--- src/sv/zglu_pkg.sv ---
`timescale 1ns / 1ps

package zglu_pkg;

    localparam int LATTICE_SIDE = 8;
    localparam int REPLICAS     = 8;

    localparam int COORD_W   = (LATTICE_SIDE > 1) ? $clog2(LATTICE_SIDE) : 1;
    localparam int REP_W     = (REPLICAS > 1) ? $clog2(REPLICAS) : 1;
    localparam int ROW_DEPTH = REPLICAS * LATTICE_SIDE * LATTICE_SIDE * LATTICE_SIDE
                               * LATTICE_SIDE;
    localparam int ROW_W     = $clog2(ROW_DEPTH);
    localparam int DIRS      = 4;

    localparam int CFG_W     = 33;
    localparam int CFG_IDX_W = 3;
    localparam int STEP_W    = 4;
    localparam int TOTAL_W   = 18;

    localparam logic [CFG_W-1:0] HALF_PROB = 33'h0_8000_0000;
    localparam logic [CFG_W-1:0] FULL_PROB = 33'h1_0000_0000;
    localparam int SUM_LIMIT = 98304;

    localparam logic [1:0] OP_HEAT    = 2'd0;
    localparam logic [1:0] OP_METRO   = 2'd1;
    localparam logic [1:0] OP_MEASURE = 2'd2;
    localparam logic [1:0] OP_WRITE   = 2'd3;

    localparam logic [CFG_IDX_W-1:0] CFG_HEAT_S2   = 3'd0;
    localparam logic [CFG_IDX_W-1:0] CFG_HEAT_S4   = 3'd1;
    localparam logic [CFG_IDX_W-1:0] CFG_HEAT_S6   = 3'd2;
    localparam logic [CFG_IDX_W-1:0] CFG_METRO_E4  = 3'd3;
    localparam logic [CFG_IDX_W-1:0] CFG_METRO_E8  = 3'd4;
    localparam logic [CFG_IDX_W-1:0] CFG_METRO_E12 = 3'd5;

    typedef enum logic [2:0] {
        AM_SELF,
        AM_PLUS_D,
        AM_MINUS_P,
        AM_MINUS_P_PLUS_D,
        AM_PLUS_P
    } adr_mode_t;

    typedef enum logic [1:0] {
        SQ_NEXT,
        SQ_WAIT_IN,
        SQ_WAIT_OUT
    } seq_t;

    typedef struct packed {
        seq_t      seq;
        logic      rd_en;
        adr_mode_t mode;
        logic [1:0] k;
        logic      decide;
        logic      commit;
    } ctrl_t;

    typedef struct packed {
        logic in_fire;
        logic out_free;
    } stat_t;

    typedef struct packed {
        logic                 rd_en;
        logic [ROW_W-1:0]     rd_addr;
        logic                 wr_en;
        logic [ROW_W-1:0]     wr_addr;
        logic [DIRS-1:0]      wr_data;
    } mem_req_t;

    typedef logic [COORD_W-1:0] coord_t;

    // k-th direction other than d, in increasing order
    function automatic logic [1:0] other_dir(input logic [1:0] d, input logic [1:0] k);
        return (k < d) ? k : 2'(k + 2'd1);
    endfunction

    function automatic coord_t step_up(input coord_t c);
        return (c == COORD_W'(LATTICE_SIDE - 1)) ? '0 : COORD_W'(c + 1'b1);
    endfunction

    function automatic coord_t step_down(input coord_t c);
        return (c == '0) ? COORD_W'(LATTICE_SIDE - 1) : COORD_W'(c - 1'b1);
    endfunction

    function automatic logic [ROW_W-1:0] row_addr(input logic [REP_W-1:0] rep,
                                                  input coord_t c0, input coord_t c1,
                                                  input coord_t c2, input coord_t c3);
        logic [ROW_W-1:0] a;
        a = ROW_W'(rep);
        a = ROW_W'(a * ROW_W'(LATTICE_SIDE)) + ROW_W'(c0);
        a = ROW_W'(a * ROW_W'(LATTICE_SIDE)) + ROW_W'(c1);
        a = ROW_W'(a * ROW_W'(LATTICE_SIDE)) + ROW_W'(c2);
        a = ROW_W'(a * ROW_W'(LATTICE_SIDE)) + ROW_W'(c3);
        return a;
    endfunction

endpackage

--- src/sv/zglu_sequencer.sv ---
`timescale 1ns / 1ps

module zglu_sequencer (
    input  logic            clk,
    input  logic            rst_n,
    input  zglu_pkg::stat_t st,
    output zglu_pkg::ctrl_t cw
);

    logic [zglu_pkg::STEP_W-1:0] step_reg, step_next;

    function automatic zglu_pkg::ctrl_t mk(input zglu_pkg::seq_t seq, input logic rd_en,
                                           input zglu_pkg::adr_mode_t mode,
                                           input logic [1:0] k, input logic decide,
                                           input logic commit);
        zglu_pkg::ctrl_t c;
        c.seq    = seq;
        c.rd_en  = rd_en;
        c.mode   = mode;
        c.k      = k;
        c.decide = decide;
        c.commit = commit;
        return c;
    endfunction

    // microprogram: steps 1 to 11 each read one row, read data consumed in the following step
    always_comb
    begin
        unique case (step_reg)
            4'd0:    cw = mk(zglu_pkg::SQ_WAIT_IN,  1'b0, zglu_pkg::AM_SELF, 2'd0, 1'b0, 1'b0);
            4'd1:    cw = mk(zglu_pkg::SQ_NEXT, 1'b1, zglu_pkg::AM_SELF,     2'd0, 1'b0, 1'b0);
            4'd2:    cw = mk(zglu_pkg::SQ_NEXT, 1'b1, zglu_pkg::AM_PLUS_D,   2'd0, 1'b0, 1'b0);
            4'd3:    cw = mk(zglu_pkg::SQ_NEXT, 1'b1, zglu_pkg::AM_MINUS_P,  2'd0, 1'b0, 1'b0);
            4'd4:    cw = mk(zglu_pkg::SQ_NEXT, 1'b1, zglu_pkg::AM_MINUS_P,  2'd1, 1'b0, 1'b0);
            4'd5:    cw = mk(zglu_pkg::SQ_NEXT, 1'b1, zglu_pkg::AM_MINUS_P,  2'd2, 1'b0, 1'b0);
            4'd6:    cw = mk(zglu_pkg::SQ_NEXT, 1'b1, zglu_pkg::AM_MINUS_P_PLUS_D, 2'd0,
                             1'b0, 1'b0);
            4'd7:    cw = mk(zglu_pkg::SQ_NEXT, 1'b1, zglu_pkg::AM_MINUS_P_PLUS_D, 2'd1,
                             1'b0, 1'b0);
            4'd8:    cw = mk(zglu_pkg::SQ_NEXT, 1'b1, zglu_pkg::AM_MINUS_P_PLUS_D, 2'd2,
                             1'b0, 1'b0);
            4'd9:    cw = mk(zglu_pkg::SQ_NEXT, 1'b1, zglu_pkg::AM_PLUS_P,   2'd0, 1'b0, 1'b0);
            4'd10:   cw = mk(zglu_pkg::SQ_NEXT, 1'b1, zglu_pkg::AM_PLUS_P,   2'd1, 1'b0, 1'b0);
            4'd11:   cw = mk(zglu_pkg::SQ_NEXT, 1'b1, zglu_pkg::AM_PLUS_P,   2'd2, 1'b0, 1'b0);
            4'd12:   cw = mk(zglu_pkg::SQ_NEXT, 1'b0, zglu_pkg::AM_SELF,     2'd0, 1'b0, 1'b0);
            4'd13:   cw = mk(zglu_pkg::SQ_NEXT, 1'b0, zglu_pkg::AM_SELF,     2'd0, 1'b1, 1'b0);
            4'd14:   cw = mk(zglu_pkg::SQ_WAIT_OUT, 1'b0, zglu_pkg::AM_SELF, 2'd0, 1'b0, 1'b1);
            default: cw = mk(zglu_pkg::SQ_WAIT_IN,  1'b0, zglu_pkg::AM_SELF, 2'd0, 1'b0, 1'b0);
        endcase
    end

    always_comb
    begin
        unique case (cw.seq)
            zglu_pkg::SQ_WAIT_IN:  step_next = st.in_fire ? 4'd1 : step_reg;
            zglu_pkg::SQ_WAIT_OUT: step_next = st.out_free ? 4'd0 : step_reg;
            default:               step_next = step_reg + 4'd1;
        endcase
    end

    always_ff @(posedge clk or negedge rst_n)
    begin
        if (!rst_n)
            step_reg <= '0;
        else
            step_reg <= step_next;
    end

    a_step_range: assert property (@(posedge clk) disable iff (!rst_n)
        step_reg <= 4'd14)
        else $error("step counter out of program");

endmodule

--- config.mk ---
export PLATFORM = sky130hd
export DESIGN_NAME = zglu_sequencer
export DESIGN_NICKNAME = d
export VERILOG_FILES = /design/src/sv/zglu_pkg.sv /design/src/sv/zglu_sequencer.sv
export SDC_FILE = /design/constraint.sdc
export NUM_CORES = 1
export LEC_CHECK = 0
export BUFFER_PORTS_ARGS = -buffer_cell sky130_fd_sc_hd__buf_2
export CAP_MARGIN = 25
export CORE_AREA = 5 5 42 44
export DETAILED_ROUTE_END_ITERATION = 16
export DIE_AREA = 0 0 47 49
export PLACE_DENSITY = 0.68
export SETUP_SLACK_MARGIN = 0.2
export SLEW_MARGIN = 20
export SYNTH_ARGS = -nofsm -noshare
export SYNTH_HDL_FRONTEND = slang
export SYNTH_SLANG_ARGS = --single-unit
--- constraint.sdc ---
create_clock -name clk -period 5.4 [get_ports clk]
set_clock_uncertainty 0.05 [all_clocks]
set_input_delay 1.08 -clock clk [delete_from_list [all_inputs] [get_ports clk]]
set_output_delay 1.08 -clock clk [all_outputs]
set_load 0.02 [all_outputs]
Yosys cells after proc, flatten, opt, wreduce, memory -nomap -nowiden
Memory sizes are Yosys's and may differ from the RTL's.
Cells that the tools add are included.
W data, S select, Z words.
Word-level totals
  word-level logic and storage cells: 11
  memories: 1
  output and inout bits: 10
  bits in latches: 0
  memory bits (writable): 0
  input port bits: 4
  flip-flop bits (word level): 4
  memory bits (read-only): 160
Memory list
  (name not given): depth 16, bits a word 10, read ports 1, clocked after Yosys merged registers in 0, wr ports 0, line zglu_sequencer.sv:29  | unique case (step_reg)
Operators by class
  multiplexer cells: 3
  $add $sub $neg: 1
  multiply operators: 0
  order comparisons: 0
  eq/ne operators: 4
  bitwise logic cells: 0
  shift-type cells: 0
  reduce and logical (&&, ||, !) cells: 1
  divide/modulo/power cells: 0
Operators by type and width (number)
  $mux W4: 2
  $pmux W4 S2: 1
  $add A4 B1 Y4 const B: 1
  $ne A2 B2 Y1 const B: 2
  $eq A2 B1 Y1 const B: 1
  $eq A2 B2 Y1 const B: 1
  $reduce_and A2 Y1: 1

Logic depth before layout (Yosys ltp)
An unclocked memory read counts as a cell.
  depth in word-level cells: 4
  mapped depth: 9
  depth with buffers taken out: 9

Worst setup path after synthesis
No wires, ideal clock.
  path type: register to output
  from: register step_reg[0] in the netlist's numbering
  to: output port cw[2] in the netlist's numbering
  data required time: 4.270 ns
  path buffers: 0
  setup slack: 2.940 ns
  cell stages (with the launch flop): 4
  data arrival time: 1.330 ns
  cells stage by stage: dfrtp_1 -> inv_1 -> ha_1 -> o31ai_1
RTL lines
  from (decl): line zglu_sequencer.sv:10  | logic [zglu_pkg::STEP_W-1:0] step_reg, step_next;
  from (signal assigned): line zglu_sequencer.sv:66  | step_reg <= step_next;
  to (decl): line zglu_sequencer.sv:7  | output zglu_pkg::ctrl_t cw

==> impl_metrics.py <==
metrics = {
    "run_status": {
        "status": "finished, final reports clean",
    },
    "clock_network": {
        "cts_tree": "built",
        "clock-root-buffer": "clkbuf_4",
        "clk_pin_slew_worst_paths_ns": 0.03,
        "insertion_delay_ns": 0.23,
        "ctsResizeCount": 0,
        "cts_hold_buf": 0,
        "clock-sinks": 4,
        "htree_levels": 1,
        "postCtsSetupBuffers": 0,
        "clock_path_buffers": 2,
        "cts_buffers": 3,
    },
    "sta": {
        "slew_headroom_pct": 71.60,
        "rsz0062_at_grt": "false",
        "worst_slack_ns": 2.689,
        "hold_ws_ns": 0.5201,
        "fmax_mhz": 368.9,
        "slew_violations": 0,
        "finalCritPeriodShare_pct": 50.20,
        "tightestPinTransition_ns": 0.4260,
        "finalSetupTns_ns": 0,
        "fin_crit_ns": 2.711,
        "setup_viol": 0,
        "hold_violations": 0,
    },
    "final_layout": {
        "layout-drive-gt1-share_pct": 27.54,
        "area_delta_synth_final_pct": 19.18,
        "largest_reg_flops": 4,
        "nNetsFinal": 83,
        "antenna_cells": 0,
        "fillers": 158,
    },
    "power_and_ir_drop": {
        "max-vdd-ir-drop_uv": 286.6,
        "total_power_mw": 0.3432,
        "switching_share_pct": 51.80,
        "seqPwrFrac_pct": 21.9,
        "power_density_nw_per_um2": 630.5,
        "p_leak_nw": 0.3006,
        "p_int_mw": 0.1654,
        "comb_power_share_pct": 67.6,
        "switching_power_mw": 0.1778,
        "p_clk_share_pct": 10.5,
    },
    "worst_setup_path": {
        "startpoint": "step_reg[0]",
        "endpoint_kind": "primary output",
        "startpoint_type": "flop",
        "critical_path_class": "flop to primary output",
        "max_stage_delay_ns": 0.42,
        "cp_slowest_cell": "dfrtp_1",
        "cp_max_fo": 6,
        "rr_startpoint": "step_reg[0]",
        "crit_required_ns": 4.27,
        "critPathArrivalTime_ns": 1.58,
        "crit_path_frequent_cell": "inv_1",
        "path_cells": "inv_1, ha_1, nor3b_1, a21oi_1, inv_1, buf_2",
    },
    "drt": {
        "drc": 0,
        "avgViaCountPerCell": 4.647,
        "drtIter0Drc": 7,
        "antenna_left": 0,
        "drt-wirelength-per-cell_um": 9.929,
        "drt_pass1_iterations": 2,
        "via_count": 395,
        "finalWirelength_um": 844,
    },
    "global_route": {
        "grt.total_usage_pct": 9.052,
        "grt_pass1_vias": 374,
        "antenna_found_initial": 0,
        "grt_max_degree": 16,
        "grt_pass1_wl_um": 1545,
        "overflow": 0,
    },
    "yosys": {
        "synthTopCellsByCount": "8 x ha_1, 6 x inv_1, 5 x nand2_1",
        "synth.area.top_cells": "dfrtp_1 22%, ha_1 22%, nor2b_4 6.0%",
        "synth_edf_count": 0,
        "ys_seq_area_share_pct": 21.92,
        "synth_nets": 68,
        "ys_seq_elements": 4,
        "avgSynthCellArea_sq_um": 8.155,
        "synth.most_common_cell": "ha_1",
        "synth.cell_area_sq_um": 456.7,
        "ys_async_sr_fraction_pct": 100.0,
        "syn_inst": 56,
        "ys_types": 21,
        "synth_top_area_cell": "dfrtp_1",
        "synth_ff_type": "dfrtp_1",
        "ys_warn_count": 0,
        "yosys.area.top_type_share_pct": 21.92,
    },
    "placed_design": {
        "portBuffers": 13,
        "dpl.hpwl_um": 701.6,
        "dp_slack_ns": 2.914,
        "gp_congestion": 0.7608,
    },
    "floorplanning": {
        "die_h_um": 49,
        "rows": 14,
        "dieArea_sq_um": 2303,
        "initial_core_util_pct": 32.59,
        "ioPinCount": 14,
        "die_w_um": 47,
        "coreArea_sq_um": 1401,
    },
    "min_path": {
        "min_from": "step_reg[0]",
        "hold_class": "flop to flop",
    },
    "flow_run": {
        "maxCapViolations": 0,
    },
}
-- path summary, 6_finish.rpt --
check / endpoint / slack, ns / depth (start not counted)
worst max-delay path: cw[8] / 2.69 / 6
worst min-delay path: step_reg[0] / 0.52 / 1
worst max register to register: step_reg[3] / 3.19 / 9
worst min register to register: step_reg[0] / 0.52 / 1
max in group asynchronous: step_reg[0] / 4.59 / 1
min in group asynchronous: step_reg[1] / 0.59 / 1
-- kinds of logic after synthesis --
group	after synthesis	share of synthesized area (%)
flip-flops	4	21.92
adder cells (fa/ha/maj)	8	21.92
AND/OR/NAND/NOR	21	27.95
buffers and inverters	9	9.313
AO/OA/AOI/OAI	13	16.71
multiplexers	1	2.192
-- power by group through the flow --
stage                     clock, mW  sequential [mW]  combinational, mW
after CTS                    0.0375           0.0758              0.235
after detailed placement          0           0.0763              0.234
final                        0.0359           0.0753              0.232
after floorplan                   0           0.0594              0.192
after global placement            0           0.0757              0.233
after global routing         0.0413           0.0819              0.258
-- placed cells by master (no fill, tap or decap) --
| cell type | instances |
|---|---|
| nor3b_1 | 1 |
| a211o_1 | 1 |
| mux2i_1 | 1 |
| o31ai_1 | 3 |
| a21oi_1 | 2 |
| or2_4 | 1 |
| clkbuf_4 | 3 |
| nand3_1 | 4 |
| nor2_1 | 2 |
| inv_1 | 6 |
| buf_2 | 13 |
| o21ai_1 | 3 |
| ha_1 | 8 |
| nand2b_1 | 1 |
| nor2b_4 | 2 |
| nand2_1 | 5 |
| nor4_1 | 1 |
| nor2b_1 | 2 |
| dfrtp_1 | 4 |
| o21ai_0 | 4 |
| and3_1 | 2 |
-- layer usage --
metal | GRT usage (%) | wire (um)
met3 | 4.428 | 68
met4 | 1.382 | 0
met1 | 13.81 | 452
met5 | 0 | 0
met2 | 11.54 | 323
-- final cells by class --
type,instances,area (sq um),share of cell area (%)
sequential,4,100.1,18.39
timing repair buffer,13,65.06,11.95
clock buffer,3,22.52,4.138
tap,16,20.02,3.678
multi-input combinational,43,314.1,57.70
inverter,6,22.52,4.138
-- worst max-delay path: cells and delay by family, from the launching register on --
kind / cells / cell delay (ns)
simple gates: 1 / 0.26
fa+ha+maj: 1 / 0.20
buf+inv: 3 / 0.36
flops: 1 / 0.42
compound gates: 1 / 0.10
-- through the flow --
| step | instances | util, % | instance area, sq um |
|---|---|---|---|
| after CTS | 85 | 38.84 | 544.3 |
| after detailed placement | 82 | 37.23 | 521.8 |
| after global routing | 85 | 38.84 | 544.3 |
| after floorplan | 56 | - | 456.7 |
| after global placement | 82 | 37.23 | 521.8 |
| final | 85 | 38.84 | 544.3 |
(Power assumes the default switching activity.)
