===== src/sv/zglu_pkg.sv =====
`timescale 1ns / 1ps

package zglu_pkg;

    localparam int LATTICE_SIDE = 8;
    localparam int REPLICAS     = 8;

    localparam int COORD_W   = (LATTICE_SIDE > 1) ? $clog2(LATTICE_SIDE) : 1;
    localparam int REP_W     = (REPLICAS > 1) ? $clog2(REPLICAS) : 1;
    localparam int ROW_DEPTH = REPLICAS * LATTICE_SIDE * LATTICE_SIDE * LATTICE_SIDE
                               * LATTICE_SIDE;
    localparam int ROW_W     = $clog2(ROW_DEPTH);
    localparam int DIRS      = 4;

    localparam int CFG_W     = 33;
    localparam int CFG_IDX_W = 3;
    localparam int STEP_W    = 4;
    localparam int TOTAL_W   = 18;

    localparam logic [CFG_W-1:0] HALF_PROB = 33'h0_8000_0000;
    localparam logic [CFG_W-1:0] FULL_PROB = 33'h1_0000_0000;
    localparam int SUM_LIMIT = 98304;

    localparam logic [1:0] OP_HEAT    = 2'd0;
    localparam logic [1:0] OP_METRO   = 2'd1;
    localparam logic [1:0] OP_MEASURE = 2'd2;
    localparam logic [1:0] OP_WRITE   = 2'd3;

    localparam logic [CFG_IDX_W-1:0] CFG_HEAT_S2   = 3'd0;
    localparam logic [CFG_IDX_W-1:0] CFG_HEAT_S4   = 3'd1;
    localparam logic [CFG_IDX_W-1:0] CFG_HEAT_S6   = 3'd2;
    localparam logic [CFG_IDX_W-1:0] CFG_METRO_E4  = 3'd3;
    localparam logic [CFG_IDX_W-1:0] CFG_METRO_E8  = 3'd4;
    localparam logic [CFG_IDX_W-1:0] CFG_METRO_E12 = 3'd5;

    typedef enum logic [2:0] {
        AM_SELF,
        AM_PLUS_D,
        AM_MINUS_P,
        AM_MINUS_P_PLUS_D,
        AM_PLUS_P
    } adr_mode_t;

    typedef enum logic [1:0] {
        SQ_NEXT,
        SQ_WAIT_IN,
        SQ_WAIT_OUT
    } seq_t;

    typedef struct packed {
        seq_t      seq;
        logic      rd_en;
        adr_mode_t mode;
        logic [1:0] k;
        logic      decide;
        logic      commit;
    } ctrl_t;

    typedef struct packed {
        logic in_fire;
        logic out_free;
    } stat_t;

    typedef struct packed {
        logic                 rd_en;
        logic [ROW_W-1:0]     rd_addr;
        logic                 wr_en;
        logic [ROW_W-1:0]     wr_addr;
        logic [DIRS-1:0]      wr_data;
    } mem_req_t;

    typedef logic [COORD_W-1:0] coord_t;

    // k-th direction other than d, in increasing order
    function automatic logic [1:0] other_dir(input logic [1:0] d, input logic [1:0] k);
        return (k < d) ? k : 2'(k + 2'd1);
    endfunction

    function automatic coord_t step_up(input coord_t c);
        return (c == COORD_W'(LATTICE_SIDE - 1)) ? '0 : COORD_W'(c + 1'b1);
    endfunction

    function automatic coord_t step_down(input coord_t c);
        return (c == '0) ? COORD_W'(LATTICE_SIDE - 1) : COORD_W'(c - 1'b1);
    endfunction

    function automatic logic [ROW_W-1:0] row_addr(input logic [REP_W-1:0] rep,
                                                  input coord_t c0, input coord_t c1,
                                                  input coord_t c2, input coord_t c3);
        logic [ROW_W-1:0] a;
        a = ROW_W'(rep);
        a = ROW_W'(a * ROW_W'(LATTICE_SIDE)) + ROW_W'(c0);
        a = ROW_W'(a * ROW_W'(LATTICE_SIDE)) + ROW_W'(c1);
        a = ROW_W'(a * ROW_W'(LATTICE_SIDE)) + ROW_W'(c2);
        a = ROW_W'(a * ROW_W'(LATTICE_SIDE)) + ROW_W'(c3);
        return a;
    endfunction

endpackage


===== src/sv/zglu_datapath.sv =====
`timescale 1ns / 1ps

module zglu_datapath (
    input  logic                               clk,
    input  logic                               rst_n,
    input  logic                               cfg_we,
    input  logic [zglu_pkg::CFG_IDX_W-1:0]     cfg_index,
    input  logic [zglu_pkg::CFG_W-1:0]         cfg_data,
    input  logic                               s_axis_tvalid,
    output logic                               s_axis_tready,
    input  logic [55:0]                        s_axis_tdata,
    input  logic [1:0]                         s_axis_tuser,
    output logic                               m_axis_tvalid,
    input  logic                               m_axis_tready,
    output logic [31:0]                        m_axis_tdata,
    input  zglu_pkg::ctrl_t                    cw,
    output zglu_pkg::stat_t                    st,
    output zglu_pkg::mem_req_t                 req,
    input  logic [zglu_pkg::DIRS-1:0]          rd_data,
    input  logic                               mem_ready
);

    localparam int TW = zglu_pkg::TOTAL_W;

    // config
    logic [zglu_pkg::CFG_W-1:0] heat_s2_reg, heat_s4_reg, heat_s6_reg;
    logic [zglu_pkg::CFG_W-1:0] metro_e4_reg, metro_e8_reg, metro_e12_reg;

    // item
    logic [1:0]                  op_reg;
    logic [zglu_pkg::REP_W-1:0]  rep_reg;
    zglu_pkg::coord_t            crd_reg [4];
    logic [1:0]                  dir_reg;
    logic [31:0]                 rnd_reg;
    logic                        wv_reg;
    logic                        clr_reg;

    // staple parities, one bit per staple (1 means -1)
    logic [2:0]                  bwd_reg, fwd_reg;
    logic                        cons_vld_reg;
    zglu_pkg::adr_mode_t         cons_mode_reg;
    logic [1:0]                  cons_k_reg;
    logic [zglu_pkg::DIRS-1:0]   row_reg;
    logic                        old_reg;
    logic                        newb_reg;
    logic signed [3:0]           staple_reg;
    logic signed [TW-1:0]        acc_reg;

    // result
    logic                        m_valid_reg;
    logic                        m_old_reg, m_new_reg;
    logic signed [3:0]           m_staple_reg, m_term_reg;
    logic signed [TW-1:0]        m_total_reg;

    logic                        in_fire, out_free, commit;
    zglu_pkg::coord_t            c [4];
    logic [1:0]                  pk;
    logic [2:0]                  bwd_next, fwd_next;

    logic [2:0]                  cnt;
    logic signed [3:0]           half, ph, staple_next;
    logic [1:0]                  mag;
    logic [zglu_pkg::CFG_W-1:0]  u33, r_heat, r_clamp, thr_heat, thr_metro;
    logic                        accept, newb_next;

    logic signed [3:0]           term;
    logic signed [TW:0]          base, sum_wide;
    logic signed [TW-1:0]        total_next;
    logic [zglu_pkg::DIRS-1:0]   wr_row;

    assign s_axis_tready = (cw.seq == zglu_pkg::SQ_WAIT_IN) && mem_ready;
    assign in_fire       = s_axis_tvalid && s_axis_tready;
    assign out_free      = !m_valid_reg || m_axis_tready;
    assign commit        = cw.commit && out_free;
    assign st.in_fire    = in_fire;
    assign st.out_free   = out_free;

    // configuration registers
    always_ff @(posedge clk or negedge rst_n)
    begin
        if (!rst_n)
        begin
            heat_s2_reg   <= zglu_pkg::HALF_PROB;
            heat_s4_reg   <= zglu_pkg::HALF_PROB;
            heat_s6_reg   <= zglu_pkg::HALF_PROB;
            metro_e4_reg  <= zglu_pkg::FULL_PROB;
            metro_e8_reg  <= zglu_pkg::FULL_PROB;
            metro_e12_reg <= zglu_pkg::FULL_PROB;
        end
        else if (cfg_we)
        begin
            unique case (cfg_index)
                zglu_pkg::CFG_HEAT_S2:   heat_s2_reg   <= cfg_data;
                zglu_pkg::CFG_HEAT_S4:   heat_s4_reg   <= cfg_data;
                zglu_pkg::CFG_HEAT_S6:   heat_s6_reg   <= cfg_data;
                zglu_pkg::CFG_METRO_E4:  metro_e4_reg  <= cfg_data;
                zglu_pkg::CFG_METRO_E8:  metro_e8_reg  <= cfg_data;
                zglu_pkg::CFG_METRO_E12: metro_e12_reg <= cfg_data;
                default: ;
            endcase
        end
    end

    // item capture; out-of-range fields fold back into the lattice
    always_ff @(posedge clk)
    begin
        if (in_fire)
        begin
            op_reg     <= s_axis_tuser;
            rep_reg    <= zglu_pkg::REP_W'(s_axis_tdata[2:0] % zglu_pkg::REPLICAS);
            crd_reg[0] <= zglu_pkg::COORD_W'(s_axis_tdata[5:3] % zglu_pkg::LATTICE_SIDE);
            crd_reg[1] <= zglu_pkg::COORD_W'(s_axis_tdata[8:6] % zglu_pkg::LATTICE_SIDE);
            crd_reg[2] <= zglu_pkg::COORD_W'(s_axis_tdata[11:9] % zglu_pkg::LATTICE_SIDE);
            crd_reg[3] <= zglu_pkg::COORD_W'(s_axis_tdata[14:12] % zglu_pkg::LATTICE_SIDE);
            dir_reg    <= s_axis_tdata[16:15];
            rnd_reg    <= s_axis_tdata[48:17];
            wv_reg     <= s_axis_tdata[49];
            clr_reg    <= s_axis_tdata[50];
        end
    end

    // neighbor address
    always_comb
    begin
        pk = zglu_pkg::other_dir(dir_reg, cw.k);
        for (int i = 0; i < 4; i++)
            c[i] = crd_reg[i];
        case (cw.mode)
            zglu_pkg::AM_PLUS_D:  c[dir_reg] = zglu_pkg::step_up(crd_reg[dir_reg]);
            zglu_pkg::AM_MINUS_P: c[pk] = zglu_pkg::step_down(crd_reg[pk]);
            zglu_pkg::AM_MINUS_P_PLUS_D:
            begin
                c[pk]      = zglu_pkg::step_down(crd_reg[pk]);
                c[dir_reg] = zglu_pkg::step_up(crd_reg[dir_reg]);
            end
            zglu_pkg::AM_PLUS_P:  c[pk] = zglu_pkg::step_up(crd_reg[pk]);
            default: ;
        endcase
    end

    always_comb
    begin
        wr_row          = row_reg;
        wr_row[dir_reg] = newb_reg;
    end

    assign req.rd_en   = cw.rd_en;
    assign req.rd_addr = zglu_pkg::row_addr(rep_reg, c[0], c[1], c[2], c[3]);
    assign req.wr_en   = commit;
    assign req.wr_addr = req.rd_addr;
    assign req.wr_data = wr_row;

    // fold the row read in the previous step into the staple parities
    always_comb
    begin
        logic [1:0] cp;
        cp       = zglu_pkg::other_dir(dir_reg, cons_k_reg);
        bwd_next = bwd_reg;
        fwd_next = fwd_reg;
        if (cons_vld_reg)
        begin
            case (cons_mode_reg)
                zglu_pkg::AM_SELF, zglu_pkg::AM_PLUS_D:
                begin
                    for (int j = 0; j < 3; j++)
                        fwd_next[j] = fwd_reg[j] ^ rd_data[zglu_pkg::other_dir(dir_reg, 2'(j))];
                end
                zglu_pkg::AM_MINUS_P:
                    bwd_next[cons_k_reg] = bwd_reg[cons_k_reg] ^ rd_data[cp] ^ rd_data[dir_reg];
                zglu_pkg::AM_MINUS_P_PLUS_D:
                    bwd_next[cons_k_reg] = bwd_reg[cons_k_reg] ^ rd_data[cp];
                zglu_pkg::AM_PLUS_P:
                    fwd_next[cons_k_reg] = fwd_reg[cons_k_reg] ^ rd_data[dir_reg];
                default: ;
            endcase
        end
    end

    // update decision
    always_comb
    begin
        cnt = 3'(bwd_reg[0]) + 3'(bwd_reg[1]) + 3'(bwd_reg[2])
            + 3'(fwd_reg[0]) + 3'(fwd_reg[1]) + 3'(fwd_reg[2]);
        half        = 4'sd3 - $signed({1'b0, cnt});
        staple_next = $signed({half[2:0], 1'b0});
        mag         = half[3] ? 2'(-half) : half[1:0];
        u33         = {1'b0, rnd_reg};

        case (mag)
            2'd1:    r_heat = heat_s2_reg;
            2'd2:    r_heat = heat_s4_reg;
            2'd3:    r_heat = heat_s6_reg;
            default: r_heat = zglu_pkg::HALF_PROB;
        endcase
        r_clamp = r_heat[32] ? zglu_pkg::FULL_PROB : r_heat;
        if (half == 4'sd0)
            thr_heat = zglu_pkg::HALF_PROB;
        else if (!half[3])
            thr_heat = r_clamp;
        else
            thr_heat = zglu_pkg::FULL_PROB - r_clamp;

        ph = old_reg ? -half : half;
        case (ph[1:0])
            2'd1:    thr_metro = metro_e4_reg;
            2'd2:    thr_metro = metro_e8_reg;
            2'd3:    thr_metro = metro_e12_reg;
            default: thr_metro = zglu_pkg::FULL_PROB;
        endcase
        accept = ph[3] || (ph == 4'sd0) || (u33 < thr_metro);

        case (op_reg)
            zglu_pkg::OP_HEAT:    newb_next = !(u33 < thr_heat);
            zglu_pkg::OP_METRO:   newb_next = old_reg ^ accept;
            zglu_pkg::OP_MEASURE: newb_next = old_reg;
            zglu_pkg::OP_WRITE:   newb_next = wv_reg;
            default:              newb_next = old_reg;
        endcase
    end

    // running action sum with saturation
    always_comb
    begin
        term     = newb_reg ? -staple_reg : staple_reg;
        base     = clr_reg ? '0 : (TW+1)'(acc_reg);
        sum_wide = base + (TW+1)'(term);
        if (sum_wide > (TW+1)'(zglu_pkg::SUM_LIMIT))
            total_next = TW'(zglu_pkg::SUM_LIMIT);
        else if (sum_wide < -(TW+1)'(zglu_pkg::SUM_LIMIT))
            total_next = -TW'(zglu_pkg::SUM_LIMIT);
        else
            total_next = TW'(sum_wide);
    end

    always_ff @(posedge clk or negedge rst_n)
    begin
        if (!rst_n)
        begin
            cons_vld_reg  <= 1'b0;
            cons_mode_reg <= zglu_pkg::AM_SELF;
            cons_k_reg    <= '0;
            acc_reg       <= '0;
            m_valid_reg   <= 1'b0;
        end
        else
        begin
            cons_vld_reg  <= cw.rd_en;
            cons_mode_reg <= cw.mode;
            cons_k_reg    <= cw.k;
            if (commit)
            begin
                acc_reg     <= total_next;
                m_valid_reg <= 1'b1;
            end
            else if (m_axis_tready)
                m_valid_reg <= 1'b0;
        end
    end

    always_ff @(posedge clk)
    begin
        if (in_fire)
        begin
            bwd_reg <= '0;
            fwd_reg <= '0;
        end
        else
        begin
            bwd_reg <= bwd_next;
            fwd_reg <= fwd_next;
        end
        if (cons_vld_reg && cons_mode_reg == zglu_pkg::AM_SELF)
        begin
            row_reg <= rd_data;
            old_reg <= rd_data[dir_reg];
        end
        if (cw.decide)
        begin
            newb_reg   <= newb_next;
            staple_reg <= staple_next;
        end
        if (commit)
        begin
            m_old_reg    <= old_reg;
            m_new_reg    <= newb_reg;
            m_staple_reg <= staple_reg;
            m_term_reg   <= term;
            m_total_reg  <= total_next;
        end
    end

    assign m_axis_tvalid = m_valid_reg;
    assign m_axis_tdata  = {4'b0, m_total_reg, m_term_reg, m_staple_reg, m_new_reg, m_old_reg};

    a_staple_even: assert property (@(posedge clk) disable iff (!rst_n)
        m_valid_reg |-> !m_staple_reg[0])
        else $error("odd staple sum");

    a_total_range: assert property (@(posedge clk) disable iff (!rst_n)
        m_valid_reg |-> (m_total_reg <= TW'(zglu_pkg::SUM_LIMIT))
                     && (m_total_reg >= -TW'(zglu_pkg::SUM_LIMIT)))
        else $error("action sum beyond limit");

    a_term_match: assert property (@(posedge clk) disable iff (!rst_n)
        m_valid_reg |-> m_term_reg == (m_new_reg ? -m_staple_reg : m_staple_reg))
        else $error("action term inconsistent with link");

    a_measure_keeps: assert property (@(posedge clk) disable iff (!rst_n)
        commit && op_reg == zglu_pkg::OP_MEASURE |-> newb_reg == old_reg)
        else $error("measure changed a link");

endmodule


===== config.mk =====
export PLATFORM = sky130hd
export DESIGN_NAME = zglu_datapath
export DESIGN_NICKNAME = d
export VERILOG_FILES = /design/src/sv/zglu_pkg.sv /design/src/sv/zglu_datapath.sv
export SDC_FILE = /design/constraint.sdc
export NUM_CORES = 1
export LEC_CHECK = 0
export BUFFER_PORTS_ARGS = -buffer_cell sky130_fd_sc_hd__buf_2
export CORE_MARGIN = 2
export CORE_UTILIZATION = 60
export CTS_CLUSTER_DIAMETER = 120
export CTS_CLUSTER_SIZE = 25
export DETAILED_ROUTE_END_ITERATION = 10
export HOLD_SLACK_MARGIN = 0.03
export PLACE_DENSITY = 0.92
export SKIP_CTS_REPAIR_TIMING = 1
export SLEW_MARGIN = 20
export SYNTH_ARGS = -nofsm -noshare
export SYNTH_HDL_FRONTEND = slang
export SYNTH_SLANG_ARGS = --single-unit

===== constraint.sdc =====
create_clock -name clk -period 10 [get_ports clk]
set_input_delay 1.5 -clock clk [delete_from_list [all_inputs] [get_ports clk]]
set_output_delay 1.5 -clock clk [all_outputs]
set_load 0.05 [all_outputs]

; Yosys cells after proc, flatten, opt, wreduce, memory -nomap -nowiden
; Memory sizes are Yosys's and may differ from the RTL's. A register that Yosys moved wholly into a read port is not among the register bits.
; Cells that the tools add are included.
[totals]
regBits = 306
ram_bits = 12
input_bits = 114
output_inout_bits = 72
mem_count = 1
[memory_table]
columns = memory, words, width, read_ports, rd_ports_with_merged_regs, write_ports, line
row1 = crd_reg, 4, 3, 6, 1, 4, zglu_datapath.sv:32  ; zglu_pkg::coord_t crd_reg [4];
[op_classes]
addsub = 19
n_lt_le_gt_ge = 21
eq_ne = 25
mux = 58
bitwise_logic = 9
n_reduce_logical = 31
[ops]
columns = cell, count
row1 = 33-bit case mux with 3 select lines, 2
row2 = 33-bit 2-to-1 mux, 3
row3 = 32-bit by 33-bit less-than comparator with 1-bit output, 2
row4 = 12-bit bitwise mux, 4
row5 = 12-bit case mux with 4 select lines, 1
row6 = 18-bit 2-to-1 mux, 2
row7 = "33-bit subtractor, first input constant", 1
row8 = 19-bit by 4-bit adder with 19-bit output, 1
row9 = "19-bit by 18-bit > comparator with 1-bit output, second input constant", 1
row10 = "19-bit by 18-bit less-than comparator with 1-bit output, second input constant", 1
row11 = 19-bit 2-to-1 mux, 1
row12 = "3-bit by 2-bit == test with 1-bit output, second input constant", 6
row13 = "3-bit == test, second input constant", 6
row14 = 2-bit AND reduction, 8
row15 = 15-bit by 3-bit adder with 15-bit output, 1
row16 = "2-bit by 3-bit less-than comparator with 1-bit output, second input constant", 5
row17 = 1-bit 2-to-1 mux, 15
row18 = 3-bit 2-to-1 mux, 5
row19 = 1-bit binary-select mux with 2-bit select, 7
row20 = 12-bit by 3-bit adder with 12-bit output, 1
row21 = 3-bit demux with 2-bit select, 2
row22 = "2-bit == test, second input constant", 6
row23 = 3-bit case mux with 2 select lines, 2
row24 = 2-bit 2-to-1 mux, 5
row25 = other kinds (34), 75

; Depth between registers and ports, before layout
[logic_depth]
ltp_word = 17
depth_mapped = 34

; Least setup slack after synthesis
; OpenSTA, ideal clock, no wires.
[synth_timing]
kind = flip-flop to flip-flop
start = reg fwd_reg[1]
end = reg newb_reg (data pin)
setup_ps = 259
arrival_time_ps = 6749
slack_ps = 2992
path_stages_with_launch = 33
synth_period_minus_slack_ps = 7008
cell_sequence = dfxtp_1 > fa_1 > inv_1 > ha_1 > inv_1 > fa_1 > inv_1 > ha_1 > inv_1 > ha_1 > mux2i_4 > and2_4 > buf_6 > clkbuf_1 > a211oi_1 > clkbuf_1 > clkbuf_1 > clkbuf_1 > nand2_1 > ha_1 > clkbuf_1 > o211ai_1 > o41ai_1 > xnor2_1 > nand2_1 > ha_1 > a21o_1 > a21o_1 > a21oi_1 > nor4_1 > a2111oi_0 > o211ai_1 > a211o_1
[synth_between]
elab_chain_len = 14
word_cells_on_any_way = 27
classes_between = add/sub: 5 / order compare: 2 / eq/ne: 6 / mux: 8 / bitwise: 1 / reduce/logical: 5
[synth_lines]
columns = item, line
row1 = from (decl), zglu_datapath.sv:39  ; logic [2:0] bwd_reg, fwd_reg;
row2 = from (signal assigned), zglu_datapath.sv:270  ; fwd_reg <= fwd_next;
row3 = 3-bit by 1-bit adder with 3-bit output (*) (2 in series), zglu_datapath.sv:183  ; + 3'(fwd_reg[0]) + 3'(fwd_reg[1]) + 3'(fwd_reg[2]);
row4 = 2-bit by 3-bit subtractor with 4-bit output (*), zglu_datapath.sv:184  ; half = 4'sd3 - $signed({1'b0, cnt});
row5 = named net half[1], zglu_datapath.sv:61  ; logic signed [3:0] half, ph, staple_next;
row6 = 4-bit negation, zglu_datapath.sv:203  ; ph = old_reg ? -half : half;
row7 = 2-bit 2-to-1 mux, zglu_datapath.sv:186  ; mag = half[3] ? 2'(-half) : half[1:0];
row8 = 2-bit == test or 2-bit by 1-bit == test with 1-bit output (tied branches), zglu_datapath.sv:189  ; case (mag)
row9 = 33-bit case mux with 3 select lines, zglu_datapath.sv:189
row10 = 33-bit 2-to-1 mux, zglu_datapath.sv:195  ; r_clamp = r_heat[32] ? zglu_pkg::FULL_PROB : r_heat;
row11 = 33-bit subtractor, zglu_datapath.sv:201  ; thr_heat = zglu_pkg::FULL_PROB - r_clamp;
row12 = 33-bit 2-to-1 mux, zglu_datapath.sv:198  ; else if (!half[3])
row13 = 33-bit 2-to-1 mux, zglu_datapath.sv:196  ; if (half == 4'sd0)
row14 = 32-bit by 33-bit less-than comparator with 1-bit output, zglu_datapath.sv:213  ; zglu_pkg::OP_HEAT: newb_next = !(u33 < thr_heat);
row15 = 1-bit logical NOT, zglu_datapath.sv:213
row16 = 1-bit case mux with 4 select lines (*), zglu_datapath.sv:212  ; case (op_reg)
row17 = named net newb_next, zglu_datapath.sv:64  ; logic accept, newb_next;
row18 = to (signal assigned), zglu_datapath.sv:279  ; newb_reg <= newb_next;
row19 = to (decl), zglu_datapath.sv:45  ; logic newb_reg;
; The timed path passes the listed nets; every way through them passes the cells marked *.
; A chain may end at the register's enable or synchronous reset.

; Final worst setup path
; Same ends and word-level chain as after synthesis.

==> reports/metrics.csv <==
metric,value,unit
clk_latency,0.52,ns
gp_congestion,0.930,
wl,44.3,mm
path_max_fanout,35,
cp.required,10.28,ns
syn_to_final_growth,8.56,%
relSlewSlack,0.290,
worst_slew_pin_slew,1.06,ns
nFillCells,2197,
die_h,179,um
drt_drc_violations_left,0,
clock-sinks,318,
ys_seq_area_frac,0.457,
synthesis.area,0.0183,sq mm
grt_pass1_wl,71.7,mm
cp-end-kind,register,
synth_enable_flop_cells,87,
die_w,179,um
grt-ovfl-total,0,
rr_worst_depth,26,
pre_cts_ws,2.39,ns
path_class,register to register,
syn_area_per_cell,11.1,sq um
numPortBuffers,174,
grt_max_degree,142,
cts_buffer_depth,3,
clock-skew-final,0.0145,ns
num_antenna_cells,0,
hold_violations,0,
via_per_inst,6.41,
vias,13813,
multi_input_area,0.00935,sq mm
slew_viol_final,0,
drive_gt1_frac,0.277,
die_area,0.0319,sq mm
grt_pass1_vias,13943,
period_needed,7.93,ns
fin_util,0.667,
numCtsBuffers,16,
synthArstFlopShare,0.701,
yosysWarnings,0,
r2r-start,fwd_reg[1]$_SDFFE_PP0P_,
register_area,0.00836,sq mm
clockRootBuffer,clkbuf_16,
avgRoutedWirePerCell,20.6,um
drv_cap,0,
fmax,126,MHz
core-area,0.0298,sq mm
nets,1969,
fin_crit_sh,0.793,
antenna_found_initial,0,
min_from,acc_reg[3]$_DFFE_PN0P_,
fin_hold_ws,0.483,ns
track_usage,0.281,
cts_tree,done,
num_rows,63,
rsz0062_at_grt,no,
min_to,acc_reg[3]$_DFFE_PN0P_,
critPathArrivalTime,8.21,ns
run_status,"complete, no violations",
syn_inst,1650,
drt_pass1_iterations,8,
initial_utilization,0.614,
rr_endpoint,newb_reg$_DFFE_PP_,
setup_tns,0,ns
ys_ff_latch,318,
drt_iter0_drc,1383,
reg2reg_slack,2.07,ns
dpl.hpwl,30.4,mm
start_kind,register,
setup_viol,0,
synth_flop_cell,dfrtp_1,
ys_types,80,
hold_depth,2,
worst_slack,2.07,ns
clk_pin_slew,0.10,ns
ios,186,
htree_levels,1,
hp-class,register to register,
drtAntennaViolNets,0,
[metrics by stage]
step | cells | instance area (sq um)
CTS | 2152 | 19800
floorplan | 1655 | 18300
global route | 2154 | 19900
finish | 2154 | 19900
global placement | 2124 | 19300
detailed placement | 2124 | 19300
[worst max path at each step]
stage                                        from                 end  slack, ns  depth (start not counted)
after global placement    fwd_reg[1]$_SDFFE_PP0P_  newb_reg$_DFFE_PP_       2.44                         25
final                     fwd_reg[1]$_SDFFE_PP0P_  newb_reg$_DFFE_PP_       2.07                         26
after floorplan           fwd_reg[1]$_SDFFE_PP0P_  newb_reg$_DFFE_PP_       2.99                         32
after detailed placement  fwd_reg[1]$_SDFFE_PP0P_  newb_reg$_DFFE_PP_       2.39                         25
after CTS                 fwd_reg[1]$_SDFFE_PP0P_  newb_reg$_DFFE_PP_       2.29                         25
after global routing      fwd_reg[1]$_SDFFE_PP0P_  newb_reg$_DFFE_PP_       1.63                         24
[logic make-up after synthesis]
kind of cell	after synthesis	share of synthesized area
muxes	258	0.162
AOI/OAI and AO/OA	356	0.132
other	1	0.000205
xor gates and xnor gates	44	0.0211
DFF	318	0.457
buffers and inverters	148	0.0370
and+or+nand+nor	423	0.120
adders and majority gates	102	0.0708
[cells in the final DEF, fill, tap and decap left out, types with 8 or more instances in the layout]
| cell type | netlist | final |
|---|---|---|
| dfxtp_1 | 8 | 8 |
| nand3_1 | 15 | 15 |
| and3_1 | 30 | 30 |
| o211ai_1 | 14 | 14 |
| mux2_2 | 239 | 239 |
| nor3_1 | 35 | 34 |
| nor3b_1 | 37 | 36 |
| and2_1 | 13 | 12 |
| nand2b_1 | 20 | 20 |
| o21ai_0 | 68 | 68 |
| dfrtp_1 | 217 | 217 |
| mux2i_1 | 13 | 12 |
| buf_4 | 28 | 19 |
| xnor2_1 | 27 | 27 |
| a221o_1 | 25 | 25 |
| a21o_1 | 24 | 24 |
| a221oi_1 | 8 | 8 |
| nand2_1 | 112 | 112 |
| xor2_1 | 17 | 17 |
| clkbuf_16 | 0 | 17 |
| inv_1 | 33 | 33 |
| a31oi_1 | 13 | 13 |
| o41ai_1 | 16 | 16 |
| nor4_1 | 9 | 9 |
| a21oi_1 | 98 | 98 |
| ha_1 | 98 | 97 |
| nor2_1 | 77 | 74 |
| nand4_1 | 16 | 16 |
| a211oi_1 | 17 | 16 |
| clkbuf_1 | 74 | 10 |
| buf_2 | 1 | 173 |
| nor2b_1 | 34 | 34 |
| edfxtp_1 | 87 | 87 |
| o31ai_1 | 14 | 13 |
[cell type report]
cell class / count / share of cell area
clock buffer: 27 / 0.0233
clock inverter: 1 / 0.000441
inverter: 33 / 0.00624
multi-input combinational: 1189 / 0.470
sequential: 318 / 0.421
tap: 390 / 0.0246
timing repair buffer: 196 / 0.0540
[worst max-delay path, stage by stage, from the launching register on]
cell,delay [ns]
dfxtp_1,0.44
fa_1,0.44
inv_1,0.07
ha_1,0.14
inv_1,0.05
fa_1,0.50
inv_1,0.04
ha_1,0.46
inv_1,0.08
ha_1,0.37
mux2i_4,0.63
nor2_2,0.04
buf_4,0.30
a221o_1,0.41
nor4_1,0.61
o21ai_0,0.30
and3_1,0.27
o21ai_0,0.19
ha_1,0.28
nand4_1,0.12
nor2_1,0.07
a2111oi_0,0.42
a21oi_1,0.12
o21ai_0,0.27
nor4bb_1,0.51
o211ai_1,0.22
a211o_1,0.31
[routing by layer]
layer	global-route usage	vias to the layer above	wire (um)
li1	-	6345	-
met1	0.389	6819	19000
met2	0.467	573	21300
met3	0.0343	76	2850
met4	0.0847	0	1090
met5	0	-	0
[synthesized netlist by cell type (7+ instances only)]
master	n	area [sq um]
nor3_1	35	175
ha_1	98	1230
nand3_1	15	75.1
o31ai_1	14	105
o41ai_1	16	140
a211oi_1	17	128
a222oi_1	7	70.1
edfxtp_1	87	2610
nor4_1	9	56.3
o21ai_0	68	340
xor2_1	17	149
a21oi_1	98	490
dfrtp_1	217	5430
and2_1	13	81.3
nor2_1	77	289
o211ai_1	14	105
a21o_1	24	180
buf_1	10	37.5
clkbuf_1	74	278
mux2_2	239	2690
a221oi_1	8	70.1
xnor2_1	27	236
dfxtp_1	8	160
a31oi_1	13	81.3
nor3b_1	37	278
nor2b_1	34	213
mux2i_1	13	130
inv_1	33	124
or2_2	7	43.8
nand4_1	16	100
a221o_1	25	250
nand2_1	112	420
and3_1	30	188
buf_4	28	210
nand2b_1	20	125
Power is not shown: default switching activity piles up to over one toggle a cycle in this logic, so the estimate is an artifact.
